--- config.mk ---
export PLATFORM = sky130hd
export DESIGN_NAME = tbpf_ctrl
export DESIGN_NICKNAME = d
export VERILOG_FILES = /design/src/design/tbpf_pkg.sv /design/src/design/tbpf_ctrl.sv
export VERILOG_INCLUDE_DIRS = /design/src /design/src/design
export SDC_FILE = /design/constraint.sdc
export NUM_CORES = 1
export LEC_CHECK = 0
export BUFFER_PORTS_ARGS = -buffer_cell sky130_fd_sc_hd__clkbuf_2
export CAP_MARGIN = 20
export CORE_AREA = 8 8 45 47
export DETAILED_ROUTE_END_ITERATION = 10
export DIE_AREA = 0 0 53 55
export GPL_TIMING_DRIVEN = 1
export PLACE_DENSITY = 0.46
export SETUP_SLACK_MARGIN = 0.2
export SYNTH_ARGS = -nofsm -noshare
export SYNTH_HDL_FRONTEND = slang
export SYNTH_SLANG_ARGS = --single-unit
--- constraint.sdc ---
create_clock -name clk -period 1.2 [get_ports clk]
set_clock_uncertainty 0.1 [all_clocks]
set_input_delay 0.06 -clock clk [delete_from_list [all_inputs] [get_ports clk]]
set_output_delay 0.06 -clock clk [all_outputs]
set_load 0.03 [all_outputs]
--- src/design/assert_macros.svh ---
// ----------------------------------------------------------------------------
// Assertion macros
// Shared concurrent assertion wrappers for the background fetch unit.
// ----------------------------------------------------------------------------
`ifndef ASSERT_MACROS_SVH
`define ASSERT_MACROS_SVH

// Checked only while out of reset.
`define ASSERT_RST(lbl, clk, rst_n, prop, msg) \
	lbl: assert property (@(posedge clk) disable iff (!rst_n) prop) \
		else $error(msg);

// Checked at every edge, reset included.
`define ASSERT_ALWAYS(lbl, clk, prop, msg) \
	lbl: assert property (@(posedge clk) prop) else $error(msg);

`endif

--- src/design/tbpf_pkg.sv ---
// ----------------------------------------------------------------------------
// tbpf_pkg
// Types, constants and codes shared by the background pixel fetch unit.
// ----------------------------------------------------------------------------
package tbpf_pkg;

	localparam int MEMORY_DEPTH_DEF = 16384;

	// Fixed field widths
	localparam int ADDR_W = 14;
	localparam int CFG_IDX_W = 2;
	localparam int CFG_DATA_W = 8;

	// Configuration register indexes
	localparam logic [CFG_IDX_W-1:0] CFG_NT_SEL = 2'd0;
	localparam logic [CFG_IDX_W-1:0] CFG_PAT_HALF = 2'd1;
	localparam logic [CFG_IDX_W-1:0] CFG_SCROLL = 2'd2;

	// Item kinds
	localparam logic ACT_WRITE = 1'b0;
	localparam logic ACT_QUERY = 1'b1;

	// Video memory map
	localparam logic [ADDR_W-1:0] NAME_BASE0 = 14'h2000;
	localparam logic [ADDR_W-1:0] NAME_BASE1 = 14'h2400;
	localparam logic [ADDR_W-1:0] ATTR_BASE0 = 14'h23c0;
	localparam logic [ADDR_W-1:0] ATTR_BASE1 = 14'h27c0;
	localparam logic [ADDR_W-1:0] PAL_BASE = 14'h3f00;
	localparam logic [ADDR_W-1:0] PAT_HALF_OFS = 14'h1000;
	// Palette mirror: entries 3f00/04/08/0c pair with 3f10/14/18/1c
	localparam logic [ADDR_W-1:0] MIRROR_MASK = 14'h3fe3;
	localparam logic [ADDR_W-1:0] MIRROR_BIT = 14'h0010;

	typedef struct packed {
		logic action;
		logic [13:0] mem_address;
		logic [7:0] write_byte;
		logic [7:0] pixel_x;
		logic [7:0] pixel_y;
		logic apply_scroll;
	} in_item_t;

	typedef struct packed {
		logic [1:0] palette_number;
		logic [1:0] color_number;
		logic [7:0] palette_byte;
	} out_item_t;

	typedef enum logic [2:0] {
		ST_CLEAR,
		ST_IDLE,
		ST_MIRROR,
		ST_LO,
		ST_HI,
		ST_ATTR,
		ST_PAL,
		ST_OUT
	} state_t;

	typedef enum logic [3:0] {
		MOP_NONE,
		MOP_CLEAR,
		MOP_WRITE,
		MOP_MIRROR,
		MOP_NAME,
		MOP_LO,
		MOP_HI,
		MOP_ATTR,
		MOP_PAL
	} mem_op_t;

	typedef struct packed {
		mem_op_t op;
		logic capture;
		logic load_out;
	} cmd_t;

	typedef struct packed {
		logic clear_done;
		logic mirror_hit;
	} status_t;

endpackage

--- src/design/tbpf_ctrl.sv ---
// ----------------------------------------------------------------------------
// tbpf_ctrl
// Sequencer: clear pass, writes with palette mirror, five-step pixel fetch.
// ----------------------------------------------------------------------------
`include "assert_macros.svh"

module tbpf_ctrl (
	input  logic               clk,
	input  logic               arst_n,
	input  logic               in_valid,
	input  logic               in_action,
	output logic               in_stall,
	input  logic               out_free,
	input  tbpf_pkg::status_t  status,
	output tbpf_pkg::cmd_t     cmd
);

	tbpf_pkg::state_t state_q, state_d;
	logic accept;

	always_ff @(posedge clk or negedge arst_n) begin
		if (!arst_n) begin
			state_q <= tbpf_pkg::ST_CLEAR;
		end else begin
			state_q <= state_d;
		end
	end

	always_comb begin
		state_d = state_q;
		cmd.op = tbpf_pkg::MOP_NONE;
		cmd.capture = 1'b0;
		cmd.load_out = 1'b0;
		in_stall = 1'b1;
		accept = 1'b0;

		case (state_q)
			tbpf_pkg::ST_CLEAR: begin
				cmd.op = tbpf_pkg::MOP_CLEAR;
				if (status.clear_done) begin
					state_d = tbpf_pkg::ST_IDLE;
				end
			end
			tbpf_pkg::ST_IDLE, tbpf_pkg::ST_OUT: begin
				if (state_q == tbpf_pkg::ST_OUT) begin
					cmd.load_out = out_free;
					if (out_free) begin
						state_d = tbpf_pkg::ST_IDLE;
					end
				end
				in_stall = (state_q == tbpf_pkg::ST_OUT) && !out_free;
				accept = in_valid && !in_stall;
				if (accept) begin
					cmd.capture = 1'b1;
					if (in_action == tbpf_pkg::ACT_QUERY) begin
						cmd.op = tbpf_pkg::MOP_NAME;
						state_d = tbpf_pkg::ST_LO;
					end else begin
						cmd.op = tbpf_pkg::MOP_WRITE;
						state_d = status.mirror_hit ? tbpf_pkg::ST_MIRROR
							: tbpf_pkg::ST_IDLE;
					end
				end
			end
			tbpf_pkg::ST_MIRROR: begin
				cmd.op = tbpf_pkg::MOP_MIRROR;
				state_d = tbpf_pkg::ST_IDLE;
			end
			tbpf_pkg::ST_LO: begin
				cmd.op = tbpf_pkg::MOP_LO;
				state_d = tbpf_pkg::ST_HI;
			end
			tbpf_pkg::ST_HI: begin
				cmd.op = tbpf_pkg::MOP_HI;
				state_d = tbpf_pkg::ST_ATTR;
			end
			tbpf_pkg::ST_ATTR: begin
				cmd.op = tbpf_pkg::MOP_ATTR;
				state_d = tbpf_pkg::ST_PAL;
			end
			tbpf_pkg::ST_PAL: begin
				cmd.op = tbpf_pkg::MOP_PAL;
				state_d = tbpf_pkg::ST_OUT;
			end
			default: begin
				state_d = tbpf_pkg::ST_IDLE;
			end
		endcase
	end

	`ASSERT_ALWAYS(a_rst_clear, clk, !arst_n |-> state_q == tbpf_pkg::ST_CLEAR, "reset must start the clear pass")
	`ASSERT_RST(a_query_seq, clk, arst_n, (accept && in_action == tbpf_pkg::ACT_QUERY) |=> state_q == tbpf_pkg::ST_LO, "query did not start fetch")
	`ASSERT_RST(a_pal_out, clk, arst_n, state_q == tbpf_pkg::ST_PAL |=> state_q == tbpf_pkg::ST_OUT, "palette read not followed by result")
	`ASSERT_RST(a_out_hold, clk, arst_n, (state_q == tbpf_pkg::ST_OUT && !out_free) |=> state_q == tbpf_pkg::ST_OUT, "result dropped while output full")

endmodule

* After elaboration in Yosys (flattened, before gate mapping)
Cells that the tools add are included.
** Operators by class
- Shifts and indexed selects :: 0
- Add/subtract/negate cells :: 0
- Mux-type cells :: 13
- $mul :: 0
- Divide/modulo/power cells :: 0
- Order comparisons :: 0
- Bitwise gates (word level) :: 0
- Eq/ne operators :: 10
- Reductions and logical operators :: 7
** Operator list (number)
- $pmux 4 s7 :: 1
- $pmux 3 s7 :: 1
- $mux 3 :: 5
- $eq 3x3->1 const B :: 4
- $eq 3x2->1 const B :: 2
- $mux 2 :: 3
- $ne 3x3->1 const B :: 2
- $mux 4 :: 1
- $eq 3x1->1 const B :: 1
- $logic_not 3->1 :: 1
- $reduce_and 3->1 :: 1
- $logic_and 1x1->1 :: 2
- $logic_not 1->1 :: 2
- $mux 1 :: 2
- $ne 2x2->1 const B :: 1
- $reduce_or 2->1 :: 1
** Storage, ports and cells
- Memories kept :: 0
- ROM bits :: 0
- Bits of input ports :: 7
- Register bits :: 3
- Bits in latches :: 0
- Memory bits (writable) :: 0
- Output and inout port bits :: 7

* Depth between registers and ports, before layout
- Depth after elaboration :: 6
- Gate-level depth with buffers :: 4
- Mapped depth without buffers :: 3

* Worst setup path before layout
Ideal clock, no wire load.
- Path kind :: register to output
- From :: register state_q[2]
- To :: output port cmd[3] in the netlist's numbering
- Cell stages (with the launch flop) :: 3
- Buffers on the path :: 1
- Setup slack :: -322 ps
- Arrival :: 1362 ps
- Path through :: dfrtp_1 -> buf_4 -> o311ai_1
** RTL lines
- start, declared :: RTL line tbpf_ctrl.sv:18 : tbpf_pkg::state_t state_q, state_d;
- start signal, assigned :: RTL line tbpf_ctrl.sv:23 : state_q <= tbpf_pkg::ST_CLEAR;
- start signal, assigned :: RTL line tbpf_ctrl.sv:25 : state_q <= state_d;
- end, declared :: RTL line tbpf_ctrl.sv:15 : output tbpf_pkg::cmd_t cmd

==> metrics.yaml <==
status:
  status: "finished, violations left"
  violations: "setup timing"
pwr:
  irDropWorstVdd_uv: 1310
  power.density_nw_per_um2: 3220
  power.leakage_nw: 0.308
placement:
  preCtsSetupSlack_ns: -0.0978
  place_hpwl_um: 780
  port_buffers: 13
  placedInstanceArea_sq_um: 520
  place_congestion: 0.718
drt:
  firstDrtPassIters: 3
  drc: 0
  post_drt_wl_per_cell_um: 12.2
  vias_per_cell: 4.67
  dr.first_iter.drc_count: 8
  num_vias: 392
  drtAntennaViolNets: 0
  wl_mm: 1.02
yosys:
  synth_xor_area_share_pct: 3.02
  ys_types: 21
  synth_area_leaders: "dfrtp_1 (26%), nor2_1 (9.1%), a21oi_1 (6.9%)"
  yosysTopAreaCellShare_pct: 25.9
  syn_inst: 40
  syn_nets: 47
  synthTopCellsByCount: "nor2_1 (7), a21oi_1 (4), nand2_1 (4)"
  synthFlopType: "dfrtp_1"
  synth_simple_gate_area_share_pct: 35.8
  synthMuxAreaShare_pct: 0
  synth-compound-area-share_pct: 23.7
  synth-seq-cells: 3
  yosysSeqAreaShare_pct: 25.9
  synth_top_family_by_area: "simple AND/OR/NAND/NOR gates"
  synthAdderAreaFrac_pct: 0
  yosysMostFrequentCell: "nor2_1"
  async_reset_ff_share_pct: 100
  synth.cell_area_sq_um: 290
  synth-edff-count: 0
  synth_top_cell_by_area: "dfrtp_1"
  yosys_warnings: 0
  syn_area_per_cell_sq_um: 7.26
global_routing:
  grt_pass1_vias: 415
  overflow: 0
  antenna_found_initial: 0
  grt_max_degree: 8
  grt_pass1_wl_mm: 1.68
  track_usage_pct: 8.10
worst_setup_path:
  cpPeakStageDelay_ns: 0.40
  worstReg2RegEnd: "state_q[0]$_DFFE_PN0P_"
  cp_num_cells: 4
  path_cells: "and2b_2 > nand3b_1 > o311ai_4 > clkbuf_8"
  crit_slowest_cell: "dfrtp_1"
  r2r_slack_ns: -0.10
  critPathTopFamily: "simple AND/OR/NAND/NOR gates"
  cp-start-kind: "register"
  endpoint: "cmd[3]"
  worstReg2RegStart: "state_q[0]$_DFFE_PN0P_"
  cp-startpoint: "state_q[1]$_DFFE_PN0P_"
  crit_path_end_kind: "output pin"
  critPathKind: "reg -> out"
  crit_fanout: 5
  critical_path_buf_inv_count: 1
  worst_r2r_path_depth: 4
  worstPathArrival_ns: 1.34
  worstPathRequired_ns: 1.04
layout:
  fillers: 140
  n_antenna_cell: 0
  drive_gt1_share_pct: 66.2
  regArea_sq_um: 77.6
  largest_reg_flops: 3
  final_area_sq_um: 693
  nNetsFinal: 76
  top_regs: "state_q: 3 flops"
  area_growth_pct: 139
  regMostFlops: "state_q"
  multiInputGateArea_sq_um: 284
timing:
  finalCritPeriodShare_pct: 125
  slew_violations: 0
  finalCriticalPeriod_ns: 1.50
  setup_ws_ns: -0.298
  setup_viol: 8
  hold_viol: 0
  timing.slew.headroom_pct: 86.4
  tightest_slew_ns: 0.204
  rsz0062_at_grt: "yes"
  max_freq_mhz: 667
floorplan:
  top_level_ports: 14
  die_area_sq_um: 2920
  fp.dieH_um: 55
  core_area_sq_um: 1380
  fp.dieW_um: 53
  rows: 14
  start_util_pct: 21.0
clock_network:
  cts-root-buf: "clkbuf_4"
  clk_transition_reported_paths_ns: 0.04
  clock_sinks: 3
  cts_buffer_depth: 2
  h-tree-depth: 1
  cts_tree: "built"
  worstSkewPairLatency_ns: 0.23
  cts_made_buffers: 3
hold_path:
  min_path_type: "in -> async"
job:
  drv_cap: 0
routing by layer:
layer	vias to the layer above	part of all wire [%]	wire, um	GRT usage [%]
met1	179	41	423	7.93
met5	-	0	0	0
li1	198	-	-	-
met3	4	4.7	48	2.67
met2	11	50	510	12.7
met4	0	3.9	40	9.05
area by class of cell:
| class | instances | area share (%) |
|---|---|---|
| multi-input cells | 32 | 41.0 |
| clock buffers | 4 | 3.79 |
| repair buffers | 27 | 40.1 |
| flip-flops and latches | 3 | 11.2 |
| well taps | 16 | 2.89 |
| inverters | 2 | 1.08 |
how the worst min path moves through the flow:
| stage | startpoint | end |
|---|---|---|
| 5_1_grt | arst_n | state_q[1]$_DFFE_PN0P_ |
| 4_1_cts | arst_n | state_q[2]$_DFFE_PN0P_ |
| 2_1_floorplan | arst_n | state_q[0]$_DFFE_PN0P_ |
| 6_report | arst_n | state_q[2]$_DFFE_PN0P_ |
| 3_5_place_dp | arst_n | state_q[2]$_DFFE_PN0P_ |
| 3_3_place_gp | arst_n | state_q[2]$_DFFE_PN0P_ |
cell usage in the layout, fill, tap and decap left out:
cell type	instances
clkbuf_8	3
nor2_4	4
o22ai_1	1
clkbuf_1	1
buf_12	1
nand2b_1	1
a21o_2	1
buf_6	5
nor3_1	1
nand2_4	1
clkbuf_4	3
dlygate4sd3_1	1
and3_1	1
buf_8	5
o221a_1	1
o21ai_4	1
or3_1	1
and2b_2	1
o21ai_1	1
nor2_1	3
nand2_1	3
dfrtp_2	2
clkbuf_2	6
o21ai_2	1
a21oi_1	1
buf_4	6
inv_1	2
a21oi_2	3
o311ai_4	1
dfrtp_1	1
and4b_1	1
xnor2_4	1
nand4_1	1
nand3b_1	2
power by group:
part / internal (W) / total (W) / switching [W]
registers: 0.000157 / 0.000239 / 0.0000817
clock network: 0.000125 / 0.000178 / 0.0000533
logic: 0.000968 / 0.00182 / 0.000849
total: 0.00125 / 0.00223 / 0.000984
worst reg2reg max path, stage by stage (launching register included):
cell and delay [ns]:
dfrtp_2 0.43, buf_6 0.13, or3_1 0.35, a21oi_2 0.12, nor3_1 0.05
through the flow:
step	std cells	utilization (%)	setup TNS, ns	total power [W]	hold slack, ns
2_1_floorplan	40	-	0	0.00118	-0.336
3_3_place_gp	77	37.6	-0.389	0.00157	-0.239
3_5_place_dp	77	37.6	-0.319	0.00157	-0.239
4_1_cts	83	48.1	-1.66	0.00213	0.0566
5_1_grt	84	50.1	-1.98	0.00236	0.0591
6_report	84	50.1	-1.57	0.00223	0.0521
repair_timing:
item,4_1_cts,5_1_grt
endpoints found under the setup margin,10,10
pin swaps,2,2
hold endpoints to repair,3,0
resized for setup,26,8
setup buffers,1,1
hold buffers,1,0
cell families (layout without fill, tap and decap cells):
kind of cell	count (synthesis)	after routing
flops	3	3
compound gates	11	11
buf+inv	5	33
simple gates	20	20
xor+xnor	1	1
Power figures use the tool's default switching activity.
