File: src/design/assert_macros.svh
// ----------------------------------------------------------------------------
// Assertion macros
// Shared concurrent assertion wrappers for the background fetch unit.
// ----------------------------------------------------------------------------
`ifndef ASSERT_MACROS_SVH
`define ASSERT_MACROS_SVH

// Checked only while out of reset.
`define ASSERT_RST(lbl, clk, rst_n, prop, msg) \
	lbl: assert property (@(posedge clk) disable iff (!rst_n) prop) \
		else $error(msg);

// Checked at every edge, reset included.
`define ASSERT_ALWAYS(lbl, clk, prop, msg) \
	lbl: assert property (@(posedge clk) prop) else $error(msg);

`endif

File: src/design/tbpf_pkg.sv
// ----------------------------------------------------------------------------
// tbpf_pkg
// Types, constants and codes shared by the background pixel fetch unit.
// ----------------------------------------------------------------------------
package tbpf_pkg;

	localparam int MEMORY_DEPTH_DEF = 16384;

	// Fixed field widths
	localparam int ADDR_W = 14;
	localparam int CFG_IDX_W = 2;
	localparam int CFG_DATA_W = 8;

	// Configuration register indexes
	localparam logic [CFG_IDX_W-1:0] CFG_NT_SEL = 2'd0;
	localparam logic [CFG_IDX_W-1:0] CFG_PAT_HALF = 2'd1;
	localparam logic [CFG_IDX_W-1:0] CFG_SCROLL = 2'd2;

	// Item kinds
	localparam logic ACT_WRITE = 1'b0;
	localparam logic ACT_QUERY = 1'b1;

	// Video memory map
	localparam logic [ADDR_W-1:0] NAME_BASE0 = 14'h2000;
	localparam logic [ADDR_W-1:0] NAME_BASE1 = 14'h2400;
	localparam logic [ADDR_W-1:0] ATTR_BASE0 = 14'h23c0;
	localparam logic [ADDR_W-1:0] ATTR_BASE1 = 14'h27c0;
	localparam logic [ADDR_W-1:0] PAL_BASE = 14'h3f00;
	localparam logic [ADDR_W-1:0] PAT_HALF_OFS = 14'h1000;
	// Palette mirror: entries 3f00/04/08/0c pair with 3f10/14/18/1c
	localparam logic [ADDR_W-1:0] MIRROR_MASK = 14'h3fe3;
	localparam logic [ADDR_W-1:0] MIRROR_BIT = 14'h0010;

	typedef struct packed {
		logic action;
		logic [13:0] mem_address;
		logic [7:0] write_byte;
		logic [7:0] pixel_x;
		logic [7:0] pixel_y;
		logic apply_scroll;
	} in_item_t;

	typedef struct packed {
		logic [1:0] palette_number;
		logic [1:0] color_number;
		logic [7:0] palette_byte;
	} out_item_t;

	typedef enum logic [2:0] {
		ST_CLEAR,
		ST_IDLE,
		ST_MIRROR,
		ST_LO,
		ST_HI,
		ST_ATTR,
		ST_PAL,
		ST_OUT
	} state_t;

	typedef enum logic [3:0] {
		MOP_NONE,
		MOP_CLEAR,
		MOP_WRITE,
		MOP_MIRROR,
		MOP_NAME,
		MOP_LO,
		MOP_HI,
		MOP_ATTR,
		MOP_PAL
	} mem_op_t;

	typedef struct packed {
		mem_op_t op;
		logic capture;
		logic load_out;
	} cmd_t;

	typedef struct packed {
		logic clear_done;
		logic mirror_hit;
	} status_t;

endpackage

File: src/design/tbpf_out_reg.sv
// ----------------------------------------------------------------------------
// tbpf_out_reg
// Output holding register between the fetch sequencer and the receiver.
// ----------------------------------------------------------------------------
`include "assert_macros.svh"

module tbpf_out_reg (
	input  logic                 clk,
	input  logic                 arst_n,
	input  logic                 load,
	input  tbpf_pkg::out_item_t  d,
	output logic                 free,
	output logic                 out_valid,
	input  logic                 out_stall,
	output tbpf_pkg::out_item_t  out_item
);

	logic valid_q;
	tbpf_pkg::out_item_t data_q;

	always_ff @(posedge clk or negedge arst_n) begin
		if (!arst_n) begin
			valid_q <= 1'b0;
		end else if (load) begin
			valid_q <= 1'b1;
		end else if (!out_stall) begin
			valid_q <= 1'b0;
		end
	end

	always_ff @(posedge clk) begin
		if (load) begin
			data_q <= d;
		end
	end

	assign free = !valid_q || !out_stall;
	assign out_valid = valid_q;
	assign out_item = data_q;

	`ASSERT_RST(a_load_shows, clk, arst_n, load |=> (out_valid && out_item == $past(d)), "loaded result not presented")

endmodule

File: config.mk
export PLATFORM = sky130hd
export DESIGN_NAME = tbpf_out_reg
export DESIGN_NICKNAME = d
export VERILOG_FILES = /design/src/design/tbpf_pkg.sv /design/src/design/tbpf_out_reg.sv
export VERILOG_INCLUDE_DIRS = /design/src /design/src/design
export SDC_FILE = /design/constraint.sdc
export NUM_CORES = 1
export LEC_CHECK = 0
export BUFFER_PORTS_ARGS = -buffer_cell sky130_fd_sc_hd__buf_2
export CAP_MARGIN = 15
export CORE_AREA = 3 3 40 42
export DETAILED_ROUTE_END_ITERATION = 10
export DIE_AREA = 0 0 43 45
export PLACE_DENSITY = 0.7
export SYNTH_ARGS = -nofsm -noshare
export SYNTH_HDL_FRONTEND = slang
export SYNTH_SLANG_ARGS = --single-unit
File: constraint.sdc
create_clock -name clk -period 0.8 [get_ports clk]
set_clock_uncertainty 0.1 [all_clocks]
set_input_delay 0.04 -clock clk [delete_from_list [all_inputs] [get_ports clk]]
set_output_delay 0.04 -clock clk [all_outputs]
set_load 0.05 [all_outputs]
## Word-level counts from Yosys, hierarchy flattened

Cells that the tools add are included.

- Bits in registers: 13
- Bits of input ports: 16
- Output and inout bits: 14
- Logic and storage cells: 10

- Eq/ne operators: 1
- Multiplexer cells: 2
- Reductions and logical operators: 3

Operator list:

| kind | count |
|---|---|
| $logic_not 1->1 | 2 |
| $mux 1 | 2 |
| $ne 2x2->1 const B | 1 |
| $logic_or 1x1->1 | 1 |

## Logic depth before layout (Yosys ltp)

Gate-level depths: netlist of run 1.

- Depth after elaboration: 2
- Depth in mapped cells: 1
- Depth with buffers taken out: 1

## Worst setup path before layout of run 1

Ideal clock, no wire load.

- Path type: reg-to-output
- Start point: reg valid_q, in the netlist out_valid
- End point: out free
- Data arrival time: 1036 ps
- Slack: -376 ps
- Stages on the path, launching flop included: 2
- Cell sequence: dfrtp_1 -> nand2_1

- Cells in the longest elaborated chain, start to end: 2

RTL lines:

| element | line | RTL |
|---|---|---|
| start: declaration | tbpf_out_reg.sv:18 | `logic valid_q;` |
| start signal: assignment | tbpf_out_reg.sv:23 | `valid_q <= 1'b0;` |
| start signal: assignment | tbpf_out_reg.sv:25 | `valid_q <= 1'b1;` |
| start signal: assignment | tbpf_out_reg.sv:27 | `valid_q <= 1'b0;` |
| $logic_not 1->1 | tbpf_out_reg.sv:37 | `assign free = !valid_q \|\| !out_stall;` |
| $logic_or 1x1->1 | tbpf_out_reg.sv:37 |  |
| end: declaration | tbpf_out_reg.sv:12 | `output logic free,` |

Every way passes these cells.

## Worst setup path after layout of run 1

Ends and elaborated chain as after synthesis.

==> out/metrics.yaml, run 1 <==
die:
  initial_utilization: 0.309
  die_area_sq_um: 1940
  fp.dieH_microns: 45
  io_pins: 30
  fp.dieW_microns: 43
  core-area_sq_um: 1280
  rows: 13
worst_setup_path:
  crit_path_end_kind: "primary output"
  crit_type: "register to primary output"
  arrival_ns: 0.90
  cp-start-kind: "register"
  critPathMaxFanout: 3
  required_ns: 0.66
sta:
  fin_crit_sh: 1.30
  fin_ws_ns: -0.238
  slew_headroom: 0.816
  period_minus_slack_ns: 1.04
  rsz0062_at_grt: "true"
  finalHoldViolCount: 2
  setup_violations: 15
  holdWs_ns: -0.0882
  tightestPinTransition_ns: 0.276
  clock.fmax_mhz: 963
  finalMaxSlewViolations: 0
  fin_setup_tns_ns: -2.33
outcome:
  violations: "hold timing, setup timing"
  status: "finished with violations"
power_and_ir_drop:
  p_seq_frac: 0.507
  cellPowerDensity_nw_per_um2: 2020
  cellLeakagePower_uw: 0.000349
  power_frac_comb: 0.257
  p_sw_uw: 464
  internal_power_uw: 1170
  switching_share: 0.284
  finalPower_uw: 1630
  clock_power_share: 0.235
  ir_worst_vdd_mv: 1.05
synth:
  yosysWarningCount: 0
  yosysTopAreaCell: "edfxtp_1"
  synth-seq-area-share: 0.972
  netlist_area_sq_um: 397
  synthCells: 15
  yosys-top-cells-area: "edfxtp_1 91%, dfrtp_1 6.3%, a21o_1 1.9%, nand2_1 0.95%"
  synth.distinct_cells: 4
  synth_edf_count: 12
  synth_top_area_frac: 0.909
  synth.avg_cell_area_sq_um: 26.4
  yosysMostFrequentCell: "edfxtp_1"
  synth_seq_cells: 13
  synth_nets: 31
  async_reset_ff_frac: 0.0769
  synthFlopType: "edfxtp_1"
  synth_common_cells: "12 x edfxtp_1, 1 x a21o_1, 1 x dfrtp_1, 1 x nand2_1"
clocking:
  htree_levels: 1
  insertion_delay_ns: 0.26
  cts_buffer_depth: 2
  cts_setup_buffers: 0
  cts_tree: "yes"
  numCtsBuffers: 3
  path_clk_slew_ns: 0.07
  hold_buffers: 14
  cts_sinks: 13
  cts_root_buf: "clkbuf_4"
final_layout:
  diodes: 0
  drive_gt1_frac: 0.557
  nets: 78
  syn_to_final_growth_pct: 104
  fin_util: 0.629
placement:
  io_buffers: 29
  post-place-ws_ns: -0.0480
  place_congestion: 0.628
routing:
  wl_per_cell_microns: 12.1
  drt-initial-drc-count: 1
  num_vias: 310
  drc: 0
  vias_per_cell: 4.08
  first_pass_iters: 2
  ant_nets: 0
  wl_microns: 918
global_routing:
  grt_pass1_vias: 345
  grt_max_degree: 14
  grt_util_all_layers: 0.112
  antenna_found_initial: 0
  grt_pass1_wl_microns: 1460
  grt_remaining_overflow: 0
job:
  max_cap_violations: 0
min_path:
  hp-class: "input port to register"
-- power by group through the flow --
stage	combinational [uW]	sequential [uW]	clock (uW)
floorplan	17.4	1020	0
global placement	303	827	0
detailed placement	306	830	0
CTS	425	827	409
global route	436	832	439
finish	420	827	384
-- cells in the final DEF (no fill, tap or decap) --
cell type and instances:
a21o_1 1, buf_2 15, buf_4 1, buf_6 12, buf_8 1, clkbuf_1 1
clkbuf_4 3, dfrtp_2 1, dlygate4sd3_1 13, edfxtp_1 12, nand2_2 1
-- final timing paths --
path	from	cells after the start	slack, ns	endpoint
max	out_valid	2	-0.24	free
min	out_stall	2	-0.09	out_valid
max reg2reg	out_valid	1	-0.01	out_valid
min reg2reg	out_valid	1	0.43	out_valid
max in group asynchronous	arst_n	2	0.53	out_valid
min in group asynchronous	arst_n	2	-0.02	out_valid
-- metrics by stage --
stage	cells	instance area, sq um
3_5_place_dp	59	564
6_report	76	808
4_1_cts	77	818
2_1_floorplan	15	400
5_1_grt	76	808
3_3_place_gp	59	564
-- cell families (layout without fill, tap and decap cells) --
kind of cell	Yosys count	count (layout)	share of synthesized area
simple gates	1	1	0.00945
buf+inv	0	46	0
flops	13	13	0.972
compound gates	1	1	0.0189
-- flip-flops by register name (all words and copies together), names as in the netlist --
signal,cells
out_item,12
out_valid,1
-- critical path, cell delays in order (launching register included) --
cell,delay (ns)
dfrtp_2,0.42
nand2_2,0.07
buf_8,0.14
-- repair_timing --
action	in CTS	in global routing
endpoints found under the setup margin	14	16
pin swaps	1	1
hold endpoints to repair	14	2
resized for setup	28	0
-- cell type report --
class                           count  area, sq um
Tap cell                           15         18.8
Multi-Input combinational cell      2         13.8
Fill cell                          95          477
Sequential cell                    13          387
Timing Repair Buffer               42          363
Clock buffer                        4         26.3
-- routing by layer --
| metal | GRT usage | wire, microns |
|---|---|---|
| met1 | 0.113 | 371 |
| met2 | 0.204 | 457 |
| met3 | 0.0518 | 89 |
| met4 | 0.0361 | 0 |
| met5 | 0 | 0 |
No activity file was read; power rests on OpenSTA's default activity.
==> run 2, diff against run 1 <==
--- a/config.mk
+++ b/config.mk
@@ -11,6 +11,7 @@
 export CORE_AREA = 3 3 40 42
 export DETAILED_ROUTE_END_ITERATION = 10
 export DIE_AREA = 0 0 43 45
+export GPL_TIMING_DRIVEN = 0
 export PLACE_DENSITY = 0.7
 export SYNTH_ARGS = -nofsm -noshare
 export SYNTH_HDL_FRONTEND = slang
==> run 2 against run 1 <==
The run ends with setup timing left. Die area unchanged. Critical path type unchanged. Final area increased by 2.5%. Routed wire length decreased by 1.2%.
==> out/metrics.yaml, run 2 (synthesized netlist as in run 1, its figures left out) <==
clocking:
  insertion_delay_ns: 0.27
  cts_tree: "yes"
  cts_sinks: 13
  cts_setup_buffers: 0
  cts_root_buf: "clkbuf_4"
  cts_buffer_depth: 2
  numCtsBuffers: 3
  htree_levels: 1
  path_clk_slew_ns: 0.08
die:
  die_area_sq_um: 1940
  io_pins: 30
  core-area_sq_um: 1280
  fp.dieW_microns: 43
  initial_utilization: 0.309
  rows: 13
  fp.dieH_microns: 45
routing:
  wl_per_cell_microns: 11.6
  drt-initial-drc-count: 10
  ant_nets: 0
  first_pass_iters: 2
  wl_microns: 907
  num_vias: 310
  vias_per_cell: 3.97
  drc: 0
min_path:
  hp-class: "input port to register"
  hold_depth: 1
final_layout:
  largest_reg_flops: 12
  syn_to_final_growth_pct: 109
  nets: 80
  fill_cells: 92
  layout_common_cells: "15 x dlygate4sd3_1, 15 x buf_2, 12 x edfxtp_1, 12 x buf_6, 3 x clkbuf_4"
  fin_cells: 78
  multiInputGateArea_sq_um: 13.8
  diodes: 0
  regArea_sq_um: 387
  drive_gt1_frac: 0.540
outcome:
  status: "finished with violations"
  violations: "setup timing"
sta:
  fin_setup_tns_ns: -2.33
  rsz0062_at_grt: "true"
  period_minus_slack_ns: 1.04
  fin_crit_sh: 1.30
  fin_ws_ns: -0.238
  setup_violations: 16
  clock.fmax_mhz: 963
  holdWs_ns: 0.0619
  slew_headroom: 0.818
  finalHoldViolCount: 0
  tightestPinTransition_ns: 0.272
  finalMaxSlewViolations: 0
worst_setup_path:
  critPathMaxFanout: 3
  arrival_ns: 0.90
  cp.depth: 2
  crit_family: "flip-flops"
  cpPeakStageDelay_ns: 0.42
  required_ns: 0.66
  cp-start-kind: "register"
  cp_slowest_cell: "dfrtp_2"
  r2r_cells: 1
  crit_path_end_kind: "primary output"
  cp.buffers_inverters: 1
  crit_type: "register to primary output"
  crit_path_cell_trace: "nand2_2 -> buf_8"
job:
  max_cap_violations: 0
placement:
  placed_cells: 59
  post-dp-hpwl_microns: 548
  io_buffers: 29
  place_congestion: 0.611
global_routing:
  antenna_found_initial: 0
  grt_util_all_layers: 0.114
  grt_pass1_wl_microns: 1480
  grt_remaining_overflow: 0
  grt_max_degree: 14
  grt_pass1_vias: 331
power_and_ir_drop:
  cellLeakagePower_uw: 0.000357
  ir_worst_vdd_mv: 1.02
  cellPowerDensity_nw_per_um2: 1980
## run 2: cell types whose count changed in the layout (fill, tap and decap cells not counted), sizes merged
cell / delta
dlygate4sd3: +2
## run 2: path summary, 6_finish.rpt
kind / endpoint / slack (ns) / from
min in group asynchronous: out_valid / 0.51 / arst_n
max: free / -0.24 / out_valid
min reg2reg: out_valid / 0.42 / out_valid
max reg2reg: out_valid / 0.02 / out_valid
max in group asynchronous: out_valid / 0 / arst_n
min: out_item[6] / 0.06 / load
## run 2: cell type report
type / instances / share of cell area
multi-input cells: 2 / 0.0166
repair buffers: 44 / 0.462
well taps: 15 / 0.0227
clock buffers: 4 / 0.0317
flip-flops and latches: 13 / 0.467
## run 2: metrics by stage
step	total power [uW]	cell area (sq um)	worst slack (ns)	util
floorplan	1040	400	-0.107	-
global placement	1130	564	-0.0401	0.439
detailed placement	1130	564	-0.0409	0.439
CTS	1650	808	-0.250	0.629
global route	1730	828	-0.288	0.645
finish	1640	828	-0.238	0.645
## run 2: timing repair
item                       CTS  global route
hold endpoints to repair    14             2
gates resized for setup     28             0
pin swaps                    1             0
hold buffers                13             2
setup endpoints to repair   14            14
## run 2: where the power goes
group          total (uW)  switching [uW]  internal [uW]
sequential            826            23.8            802
clock                 388             195            193
combinational         427             249            178
total                1640             468           1170
## run 2: layer usage
| layer | up-vias | track usage | part of all wire |
|---|---|---|---|
| met2 | 28 | 0.168 | 0.47 |
| met3 | 0 | 0.0757 | 0.14 |
| met5 | - | 0 | 0 |
| met4 | 0 | 0.0542 | 0 |
| li1 | 153 | - | - |
| met1 | 129 | 0.127 | 0.39 |
